### config.mk
export PLATFORM = sky130hd
export DESIGN_NAME = line_mark_stop_qualifier
export DESIGN_NICKNAME = d
export VERILOG_FILES = /design/src/hw/rtl/lmsq_pkg.sv /design/src/hw/rtl/line_mark_stop_qualifier.sv /design/src/hw/rtl/lmsq_front.sv /design/src/hw/rtl/lmsq_cq.sv /design/src/hw/rtl/lmsq_back.sv
export SDC_FILE = /design/constraint.sdc
export NUM_CORES = 1
export LEC_CHECK = 0
export BUFFER_PORTS_ARGS = -buffer_cell sky130_fd_sc_hd__buf_2
export CORE_MARGIN = 2
export CORE_UTILIZATION = 50
export CTS_CLUSTER_DIAMETER = 80
export DETAILED_ROUTE_END_ITERATION = 7
export PLACE_DENSITY_LB_ADDON = 0.1
export SLEW_MARGIN = 20
export SYNTH_ARGS = -nofsm -noshare
export SYNTH_HDL_FRONTEND = slang
export SYNTH_SLANG_ARGS = --single-unit
### constraint.sdc
create_clock -name clk -period 4.2 [get_ports clk]
set_clock_uncertainty 0.2 [all_clocks]
set_input_delay 0.63 -clock clk [delete_from_list [all_inputs] [get_ports clk]]
set_output_delay 0.63 -clock clk [all_outputs]
set_load 0.005 [all_outputs]
### src/hw/rtl/lmsq_pkg.sv
package lmsq_pkg;

	// counter and register widths
	localparam int CNT_W     = 8;
	localparam int REP_W     = 8;
	localparam int ARC_W     = 19;
	localparam int DIST_W    = 20;
	localparam int SENS_W    = 8;
	localparam int CFG_IDX_W = 2;
	localparam int CFG_DAT_W = 19;
	localparam int NUM_MARKS = 10;

	localparam logic [CNT_W-1:0] CNT_MAX = {CNT_W{1'b1}};

	// register reset values
	localparam logic [REP_W-1:0] MARK_REPEAT_RST  = 8'd1;
	localparam logic [REP_W-1:0] WHITE_REPEAT_RST = 8'd2;
	localparam logic [ARC_W-1:0] TRIP_LEN_RST     = 19'd1920;

	// single runs of five or more adjacent set sensors
	localparam logic [SENS_W-1:0] MARK_PATTERNS [NUM_MARKS] = '{
		8'h1F, 8'h3E, 8'h7C, 8'hF8, 8'h3F, 8'h7E, 8'hFC, 8'h7F, 8'hFE, 8'hFF
	};

	typedef enum logic [1:0] {
		MODE_BLACK = 2'd0,
		MODE_WHITE = 2'd1,
		MODE_MARK  = 2'd2,
		MODE_NONE  = 2'd3
	} mode_t;

	typedef enum logic [CFG_IDX_W-1:0] {
		REG_MARK_REPEAT  = 2'd0,
		REG_WHITE_REPEAT = 2'd1,
		REG_TRIP_LEN     = 2'd2,
		REG_UNUSED       = 2'd3
	} cfg_idx_t;

	typedef struct packed {
		logic [1:0]               req_type;
		logic [SENS_W-1:0]        sensor_bits;
		logic signed [DIST_W-1:0] distance;
	} poll_t;

	typedef struct packed {
		logic             done_res;
		logic             mark_seen;
		logic [CNT_W-1:0] white_run;
		logic [CNT_W-1:0] mark_run;
	} result_t;

	// classified poll handed from front to back
	typedef struct packed {
		mode_t mode;
		logic  mark_seen;
		logic  any_set;
		logic  dist_ok;
	} cls_t;

	// settings seen by the back end
	typedef struct packed {
		logic [REP_W-1:0] mark_repeat;
		logic [REP_W-1:0] white_repeat;
	} rep_cfg_t;

	function automatic logic is_mark(input logic [SENS_W-1:0] bits);
		logic hit;
		hit = 1'b0;
		for (int i = 0; i < NUM_MARKS; i++) begin
			if (MARK_PATTERNS[i] == bits) begin
				hit = 1'b1;
			end
		end
		return hit;
	endfunction

endpackage

### src/hw/rtl/line_mark_stop_qualifier.sv
// each poll is registered in the front stage, queued as a class, then queued as a result
// throughput: one poll per cycle unless a queue is full; counters update per class pop
// front stage, 2-entry class queue and 2-entry result queue let each side stall alone
// reset: queues empty, both run counters zero, mark_repeat 1, white_repeat 2,
// trip length 1920; configuration writes are always taken
module line_mark_stop_qualifier
	import lmsq_pkg::*;
(
	input  logic                 clk,
	input  logic                 arst_n,
	input  logic                 push,
	output logic                 full,
	input  poll_t                poll,
	output logic                 empty,
	input  logic                 pop,
	output result_t              result,
	input  logic                 cfg_valid,
	output logic                 cfg_ready,
	input  logic [CFG_IDX_W-1:0] cfg_index,
	input  logic [CFG_DAT_W-1:0] cfg_data
);

	logic [REP_W-1:0] mark_repeat_q;
	logic [REP_W-1:0] white_repeat_q;
	logic [ARC_W-1:0] trip_len_q;
	rep_cfg_t         rep_cfg;
	logic             cq_push;
	logic             cq_full;
	logic             cq_pop;
	logic             cq_empty;
	cls_t             cq_wdata;
	cls_t             cq_rdata;

	// configuration registers
	assign cfg_ready = 1'b1;

	always_ff @(posedge clk or negedge arst_n) begin
		if (!arst_n) begin
			mark_repeat_q  <= MARK_REPEAT_RST;
			white_repeat_q <= WHITE_REPEAT_RST;
			trip_len_q     <= TRIP_LEN_RST;
		end else if (cfg_valid && cfg_ready) begin
			case (cfg_idx_t'(cfg_index))
				REG_MARK_REPEAT:  mark_repeat_q  <= cfg_data[REP_W-1:0];
				REG_WHITE_REPEAT: white_repeat_q <= cfg_data[REP_W-1:0];
				REG_TRIP_LEN:     trip_len_q     <= cfg_data[ARC_W-1:0];
				default: begin
					mark_repeat_q <= mark_repeat_q;
				end
			endcase
		end
	end

	assign rep_cfg.mark_repeat  = mark_repeat_q;
	assign rep_cfg.white_repeat = white_repeat_q;

	lmsq_front u_front (
		.clk      (clk),
		.arst_n   (arst_n),
		.push     (push),
		.full     (full),
		.poll     (poll),
		.trip_len (trip_len_q),
		.cq_push  (cq_push),
		.cq_data  (cq_wdata),
		.cq_full  (cq_full)
	);

	lmsq_cq u_cq (
		.clk     (clk),
		.arst_n  (arst_n),
		.wr      (cq_push),
		.wr_data (cq_wdata),
		.full    (cq_full),
		.rd      (cq_pop),
		.rd_data (cq_rdata),
		.empty   (cq_empty)
	);

	lmsq_back u_back (
		.clk      (clk),
		.arst_n   (arst_n),
		.rep_cfg  (rep_cfg),
		.cq_data  (cq_rdata),
		.cq_empty (cq_empty),
		.cq_pop   (cq_pop),
		.empty    (empty),
		.pop      (pop),
		.result   (result)
	);

endmodule

### src/hw/rtl/lmsq_front.sv
module lmsq_front
	import lmsq_pkg::*;
(
	input  logic             clk,
	input  logic             arst_n,
	input  logic             push,
	output logic             full,
	input  poll_t            poll,
	input  logic [ARC_W-1:0] trip_len,
	output logic             cq_push,
	output cls_t             cq_data,
	input  logic             cq_full
);

	logic valid_s1;
	cls_t cls_s1;
	cls_t cls_now;
	logic advance;

	// classify the incoming poll
	always_comb begin
		cls_now.mode      = mode_t'(poll.req_type);
		cls_now.mark_seen = is_mark(poll.sensor_bits);
		cls_now.any_set   = |poll.sensor_bits;
		cls_now.dist_ok   = poll.distance >= $signed({1'b0, trip_len});
	end

	// stage moves when empty or when the queue takes its item
	assign advance = !valid_s1 || !cq_full;
	assign full    = !advance;
	assign cq_push = valid_s1 && !cq_full;
	assign cq_data = cls_s1;

	always_ff @(posedge clk or negedge arst_n) begin
		if (!arst_n) begin
			valid_s1 <= 1'b0;
		end else if (advance) begin
			valid_s1 <= push;
		end
	end

	always_ff @(posedge clk) begin
		if (advance && push) begin
			cls_s1 <= cls_now;
		end
	end

endmodule

### src/hw/rtl/lmsq_cq.sv
module lmsq_cq
	import lmsq_pkg::*;
(
	input  logic clk,
	input  logic arst_n,
	input  logic wr,
	input  cls_t wr_data,
	output logic full,
	input  logic rd,
	output cls_t rd_data,
	output logic empty
);

	cls_t       mem [2];
	logic       wr_ptr_q;
	logic       rd_ptr_q;
	logic [1:0] cnt_q;
	logic       do_wr;
	logic       do_rd;

	assign full    = cnt_q == 2'd2;
	assign empty   = cnt_q == 2'd0;
	assign do_wr   = wr && !full;
	assign do_rd   = rd && !empty;
	assign rd_data = mem[rd_ptr_q];

	// pointers and fill count
	always_ff @(posedge clk or negedge arst_n) begin
		if (!arst_n) begin
			wr_ptr_q <= 1'b0;
			rd_ptr_q <= 1'b0;
			cnt_q    <= 2'd0;
		end else begin
			if (do_wr) begin
				wr_ptr_q <= !wr_ptr_q;
			end
			if (do_rd) begin
				rd_ptr_q <= !rd_ptr_q;
			end
			if (do_wr && !do_rd) begin
				cnt_q <= cnt_q + 2'd1;
			end else if (do_rd && !do_wr) begin
				cnt_q <= cnt_q - 2'd1;
			end
		end
	end

	always_ff @(posedge clk) begin
		if (do_wr) begin
			mem[wr_ptr_q] <= wr_data;
		end
	end

endmodule

### src/hw/rtl/lmsq_back.sv
module lmsq_back
	import lmsq_pkg::*;
(
	input  logic     clk,
	input  logic     arst_n,
	input  rep_cfg_t rep_cfg,
	input  cls_t     cq_data,
	input  logic     cq_empty,
	output logic     cq_pop,
	output logic     empty,
	input  logic     pop,
	output result_t  result
);

	logic [CNT_W-1:0] white_q;
	logic [CNT_W-1:0] mark_q;
	logic [CNT_W-1:0] white_n;
	logic [CNT_W-1:0] mark_n;
	logic [CNT_W-1:0] white_inc;
	logic [CNT_W-1:0] mark_inc;
	logic             done;
	logic             fire;
	result_t          res_now;

	result_t          omem [2];
	logic             owr_ptr_q;
	logic             ord_ptr_q;
	logic [1:0]       ocnt_q;
	logic             ofull;
	logic             do_rd;

	assign ofull  = ocnt_q == 2'd2;
	assign fire   = !cq_empty && !ofull;
	assign cq_pop = fire;

	// saturating increments
	assign white_inc = (white_q == CNT_MAX) ? CNT_MAX : white_q + 1'b1;
	assign mark_inc  = (mark_q == CNT_MAX) ? CNT_MAX : mark_q + 1'b1;

	// counter update per mode
	always_comb begin
		white_n = white_q;
		mark_n  = mark_q;
		done    = 1'b0;
		case (cq_data.mode)
			MODE_BLACK: begin
				if (cq_data.any_set) begin
					white_n = '0;
					done    = 1'b1;
				end
			end
			MODE_WHITE: begin
				if (!cq_data.any_set) begin
					if (white_inc >= rep_cfg.white_repeat && cq_data.dist_ok) begin
						white_n = '0;
						done    = 1'b1;
					end else begin
						white_n = white_inc;
					end
				end else begin
					white_n = '0;
				end
			end
			MODE_MARK: begin
				if (cq_data.mark_seen) begin
					if (mark_inc >= rep_cfg.mark_repeat) begin
						mark_n = '0;
						done   = 1'b1;
					end else begin
						mark_n = mark_inc;
					end
				end else begin
					mark_n = '0;
				end
			end
			default: begin
				done = 1'b0;
			end
		endcase
		res_now.done_res  = done;
		res_now.mark_seen = cq_data.mark_seen;
		res_now.white_run = white_n;
		res_now.mark_run  = mark_n;
	end

	always_ff @(posedge clk or negedge arst_n) begin
		if (!arst_n) begin
			white_q <= '0;
			mark_q  <= '0;
		end else if (fire) begin
			white_q <= white_n;
			mark_q  <= mark_n;
		end
	end

	// result queue
	assign empty  = ocnt_q == 2'd0;
	assign do_rd  = pop && !empty;
	assign result = omem[ord_ptr_q];

	always_ff @(posedge clk or negedge arst_n) begin
		if (!arst_n) begin
			owr_ptr_q <= 1'b0;
			ord_ptr_q <= 1'b0;
			ocnt_q    <= 2'd0;
		end else begin
			if (fire) begin
				owr_ptr_q <= !owr_ptr_q;
			end
			if (do_rd) begin
				ord_ptr_q <= !ord_ptr_q;
			end
			if (fire && !do_rd) begin
				ocnt_q <= ocnt_q + 2'd1;
			end else if (do_rd && !fire) begin
				ocnt_q <= ocnt_q - 2'd1;
			end
		end
	end

	always_ff @(posedge clk) begin
		if (fire) begin
			omem[owr_ptr_q] <= res_now;
		end
	end

	// checks
	a_white_clear: assert property (@(posedge clk) disable iff (!arst_n)
		fire && done && cq_data.mode == MODE_WHITE |=> white_q == '0)
		else $error("white counter not cleared on finish");

	a_black_keeps_mark: assert property (@(posedge clk) disable iff (!arst_n)
		fire && cq_data.mode == MODE_BLACK |=> $stable(mark_q))
		else $error("black mode changed mark counter");

	a_mark_done_seen: assert property (@(posedge clk) disable iff (!arst_n)
		fire && done && cq_data.mode == MODE_MARK |-> cq_data.mark_seen)
		else $error("mark finish without mark pattern");

	a_ocnt_range: assert property (@(posedge clk) disable iff (!arst_n)
		ocnt_q != 2'd3)
		else $error("result queue count out of range");

endmodule

# --- Word level (Yosys, flattened, before mapping) ---
# Memories as Yosys holds them, arrays and structs flattened.
# Index checks and enable logic that the tools add are counted.
word_totals:
  mem_bits_rw: 46
  reg_bits: 65
  out_inout_bits: 21
  inputBits: 56
  n_memories: 2
classes:
  addsub: 6
  n_lt_le_gt_ge: 3
  eq_ne: 18
  n_reduce_logical: 37
  muxes: 24
mem_list:
  columns: ["memory", "depth", "width", "rd", "rd_ports_with_merged_regs", "wr", "line", "source"]
  rows:
  - ["u_back.omem", 2, 18, 1, 0, 1, "lmsq_back.sv:25", "result_t omem [2];"]
  - ["u_cq.mem", 2, 5, 1, 0, 1, "lmsq_cq.sv:14", "cls_t mem [2];"]
ops:
  columns: ["operator", "count"]
  rows:
  - ["8-bit 2-to-1 mux", 8]
  - ["8-bit == test, first input constant", 4]
  - ["7-bit by 8-bit == test with 1-bit output, first input constant", 3]
  - ["20-bit >= comparator", 1]
  - ["8-bit by 1-bit adder with 8-bit output, second input constant", 2]
  - ["6-bit by 8-bit == test with 1-bit output, first input constant", 2]
  - ["8-bit == test, second input constant", 2]
  - ["8-bit >= comparator", 2]
  - ["8-bit one-hot mux with 2 select lines", 1]
  - ["1-bit zero test", 14]
  - ["1-bit logical AND", 11]
  - ["1-bit 2-to-1 mux", 10]
  - ["9-bit OR reduction", 1]
  - ["2-bit == test, second input constant", 4]
  - ["5-bit by 8-bit == test with 1-bit output, first input constant", 1]
  - ["2-bit zero test", 4]
  - ["2-bit 2-to-1 mux", 4]
  - ["8-bit OR reduction", 1]
  - ["2-bit AND reduction", 3]
  - ["2-bit by 1-bit adder with 2-bit output, second input constant", 2]
  - ["2-bit by 1-bit == test with 1-bit output, second input constant", 2]
  - ["2-bit nonzero test", 2]
  - ["2-bit by 1-bit subtractor with 2-bit output, second input constant", 2]
  - ["1-bit one-hot mux with 3 select lines", 1]
  - ["1-bit logical OR", 1]

# --- Logic depth before layout (Yosys ltp) ---
depth:
  word_depth: 8
  ltp_mapped: 13
  ltp_nobuf: 11

# --- By module ---
# A second synthesis with hierarchy kept.
unflattened:
  hier_cells: 500
  hier_area_um2: 5848.1
modules_own_cells:
  columns: ["module", "area_each_um2", "n_inst", "cells_per_inst"]
  rows:
  - ["lmsq_back", 3139.3, 1, 300]
  - ["line_mark_stop_qualifier", 1395.1, 1, 77]
  - ["lmsq_front", 753.2, 1, 88]
  - ["lmsq_cq", 560.5, 1, 35]

# --- Least setup slack after synthesis ---
# Ideal clock, no wire load.
synth_timing:
  kind: "register to register"
  from: "register u_back.white_q[0]"
  to: "memory u_back.omem[0][17] (netlist bit), data pin"
  required_time_ps: 3731
  period_less_slack_ps: 2982
  stages_incl_launch_ff: 12
  setup_slack_ps: 1218
  arrival_time_ps: 2513
  cell_sequence: "dfrtp_1 ha_1 nand2_1 or3_4 and2_4 ha_1 nand2b_4 a2111oi_4 nor4_2 o21ai_2 buf_6 o21ai_0"
synth_between:
  elab_chain_cells: 7
synth_lines:
  columns: ["element", "line", "source"]
  rows:
  - ["start: declaration", "lmsq_back.sv:15", "logic [CNT_W-1:0] white_q;"]
  - ["start signal: assignment", "lmsq_back.sv:91", "white_q <= white_n;"]
  - ["8-bit by 1-bit adder with 8-bit output / 8-bit == test (equally long branches)", "lmsq_back.sv:37", "assign white_inc = (white_q == CNT_MAX) ? CNT_MAX : white_q + 1'b1;"]
  - ["8-bit 2-to-1 mux (*)", "lmsq_back.sv:37", null]
  - ["8-bit >= comparator (*)", "lmsq_back.sv:54", "if (white_inc >= rep_cfg.white_repeat && cq_data.dist_ok) begin"]
  - ["1-bit logical AND (*)", "lmsq_back.sv:54", null]
  - ["1-bit 2-to-1 mux (*)", "lmsq_back.sv:54", null]
  - ["1-bit 2-to-1 mux (*)", "lmsq_back.sv:53", "if (!cq_data.any_set) begin"]
  - ["1-bit one-hot mux with 3 select lines (*)", "lmsq_back.sv:45", "case (cq_data.mode)"]
  - ["named net u_back.done", "lmsq_back.sv:21", "logic done;"]
  - ["end: declaration", "lmsq_back.sv:25", null]
# The timed path passes the listed nets; every way through them passes the cells marked *.

# --- Worst setup path in the final report ---
layout_timing:
  from: "register u_back.white_q[0]"
  to: "memory u_back.omem[1][17] (netlist bit), data pin"
# Same word-level chain as after synthesis.

==> flow_metrics.tcl <==
set metrics [dict create \
    status "completed" \
    slowest_delay_ps 560 \
    synth_edf_count 51 \
    synth-seq-cells 111 \
    path_cells "ha_1 > nand2_1 > or3_4 > and2_4 > ha_1 > nand2b_4 > a2111oi_4 > nor4_2 > o21ai_2 > o21ai_0" \
    cts_resized 0 \
    muxShareOfSynthArea_pct 9.704 \
    critPathCaptureType "register" \
    groute.usage.overall_pct 18.19 \
    syn_inst 486 \
    final_layout_size_suffix_gt1_share_pct 30.04 \
    yosysWarnings 0 \
    drv_cap 0 \
    worst-setup-path-type "reg2reg" \
    yosys.area_share.adder_pct 8.300 \
    synth_cell_types 65 \
    syn_to_final_growth_pct 13.11 \
    cts-buffers-inserted 9 \
    cts_max_level 3 \
    p_clk_share_pct 21.7 \
    synthArstFlopShare_pct 54.05 \
    die_x_um 112.4 \
    synth_top_family_by_area "compound AO/OA/AOI/OAI gates" \
    diodes 0 \
    drt-wirelength-per-cell_um 15.74 \
    port_buffers 75 \
    rsz0062_at_grt "no" \
    core_um2 11470 \
    route.detailed.drc 0 \
    vias 3906 \
    grt_max_degree 34 \
    dr.pass1.iters 5 \
    p_switching_mw 1.277 \
    clk_pin_slew_ps 80 \
    reg2reg_depth 10 \
    ys.flop_type "dfrtp_1" \
    worst_pin_slew_ps 916.8 \
    first_iter_violations 172 \
    cts_num_sinks 111 \
    syn-num-nets 581 \
    fmax_mhz 289.8 \
    antenna_left 0 \
    die-height_um 112.4 \
    period_share_pct 82.16 \
    grt_pass1_vias 3792 \
    final_common_cell "buf_2" \
    pin_count 77 \
    slew_violations 0 \
    antenna_found_initial 0 \
    cp_top_family "compound AO/OA/AOI/OAI gates" \
    rows 39 \
    synth_area_per_cell_um2 12.10 \
    fillers 961 \
    insertion_delay_ps 350 \
    switching_share_pct 32.96 \
    seq_power_share_pct 45.0 \
    dp_hpwl_um 8443 \
    p_per_area_nw_per_um2 582.7 \
    syn-cell-area_um2 5879 \
    clock_path_buffers 2 \
    gp_congestion 0.8498 \
    synth-xor-area-share_pct 2.235 \
    cts_tree "yes" \
    final_cell_mix "buf_2 (75), dfrtp_1 (54), edfxtp_1 (51)" \
    vdd_drop_max_v 0.0003856 \
    p_leak_nw 2.955 \
    critPathBufInv 0 \
    hold_path.class "in2async" \
    fin_nets 656 \
    hold_violations 0 \
    synth_top_cell_by_area "edfxtp_1" \
    cp-start-kind "register" \
    yosysSeqAreaShare_pct 51.71 \
    p_comb_share_pct 33.3 \
    gr-total-overflow 0 \
    critPathMaxFanout 17 \
    cp.required_ps 4050 \
    initial_core_util_pct 51.27 \
    avgViaCountPerCell 5.509 \
    p_int_mw 2.598 \
    min_period_ps 3451 \
    setup_tns_ps 0 \
    synth_top_area_share_pct 26.05 \
    critical_path_depth 10 \
    setup_viol 0 \
    grt_pass1_wl_um 18290 \
    dieArea_um2 12640 \
    synth-simple-area-share_pct 11.26 \
    cpMostUsedCell "ha_1" \
    cts-hold-fix-buffers 0 \
    post_cts_buffers 0 \
    synthTopCellsByArea "edfxtp_1 (26%), dfrtp_1 (23%), mux2_2 (9.2%)" \
    routed_wl_um 11160 \
    synth_compound_area_share_pct 12.09 \
    finalPower_mw 3.875 \
    critical-path-slowest-cell "o21ai_2" \
    slew_headroom_pct 38.70 \
    arrival_ps 3300 \
    cts-root-buf "clkbuf_16" \
]
[area by class of cell]
cell class	instances	area (um2)	area share, %
inverters	45	168.9	2.540
repair buffers	78	397.9	5.983
clock buffers	14	285.3	4.290
multi-input cells	316	2566	38.59
clock inverters	2	12.51	0.1881
well taps	143	178.9	2.691
flip-flops and latches	111	3040	45.72
[through the flow]
stage          setup slack, ps  instance area [um2]  hold WS, ps  std cells  utilization [%]
2_1_floorplan             1218                 5879        134.4        486                -
3_3_place_gp             848.3                 6352        224.3        693            55.40
3_5_place_dp             770.0                 6352        235.3        693            55.40
4_1_cts                  752.8                 6650        118.2        709            57.99
5_1_grt                  486.4                 6650        143.0        709            57.99
6_report                 749.3                 6650        94.63        709            57.99
[cell families after synthesis]
| family | count (synthesis) |
|---|---|
| multiplexers | 51 |
| XOR/XNOR | 15 |
| adder cells (fa/ha/maj) | 39 |
| AND/OR/NAND/NOR | 117 |
| other | 1 |
| flip-flops | 111 |
| AO/OA/AOI/OAI | 93 |
| buffers and inverters | 59 |
[power groups by stage]
stage          Sequential (mW)  Combinational (mW)  Clock, mW
2_1_floorplan             1.67               0.985          0
3_3_place_gp              1.75                1.27          0
3_5_place_dp              1.77                1.30          0
4_1_cts                   1.75                1.31      0.856
5_1_grt                   1.79                1.43      0.901
6_report                  1.74                1.29      0.842
[layer usage]
layer / share of wire, % / up-vias / global-route usage, %
met5: 0 / - / 0
met4: 1.1 / 0 / 6.341
met3: 4.1 / 10 / 3.024
met2: 49 / 88 / 29.88
met1: 46 / 1884 / 24.68
li1: - / 1924 / -
[flip-flops by register name, summed over array words and instances, names as in the netlist]
name              count
u_back.omem          36
trip_len_q           19
u_cq.mem             10
mark_repeat_q         8
u_back.mark_q         8
u_back.white_q        8
white_repeat_q        8
u_front.cq_data       5
u_back.ocnt_q         2
u_cq.cnt_q            2
u_back.ord_ptr_q      1
u_back.owr_ptr_q      1
u_cq.rd_ptr_q         1
u_cq.wr_ptr_q         1
u_front.valid_s1      1
[Yosys cell counts, types with 2 or more instances]
cell and count:
a211oi_1 2, dfrtp_1 54, and3_1 5, a22o_1 2, ha_1 39, o21a_1 4, buf_4 2, inv_1 43
nor2b_1 2, mux2_2 48, nor2_1 20, a31oi_1 3, nand4_1 3, xor2_1 4, o21ai_0 15, nand3_2 3
edfxtp_1 51, and2_1 4, nand2b_1 9, a2111oi_0 3, nor3_1 2, o31ai_1 8, nand2_1 32, mux2i_1 3
nor3b_1 2, clkbuf_1 2, dfstp_2 6, nand3b_1 4, nor4_1 2, nand3_1 14, buf_6 5, inv_2 2
a21oi_1 28, a32o_1 15, xnor2_1 11, buf_2 4, nor2_2 2
[path summary, 6_finish.rpt]
kind / from / to / slack [ps]
worst max-delay path: u_back.white_q[0]$_DFFE_PN0P_ / u_back.omem[1][17]$_DFFE_PP_ / 750
worst min-delay path: arst_n / trip_len_q[12]$_DFFE_PN0P_ / 90
worst max register to register: u_back.white_q[0]$_DFFE_PN0P_ / u_back.omem[1][17]$_DFFE_PP_ / 750
worst min register to register: u_front.cq_data[4]$_DFFE_PP_ / u_cq.mem[1][4]$_DFFE_PP_ / 250
max in group asynchronous: arst_n / white_repeat_q[1]$_DFFE_PN1P_ / 2800
min in group clk: u_front.cq_data[4]$_DFFE_PP_ / u_cq.mem[1][4]$_DFFE_PP_ / 250
Power figures use the tool's default switching activity.
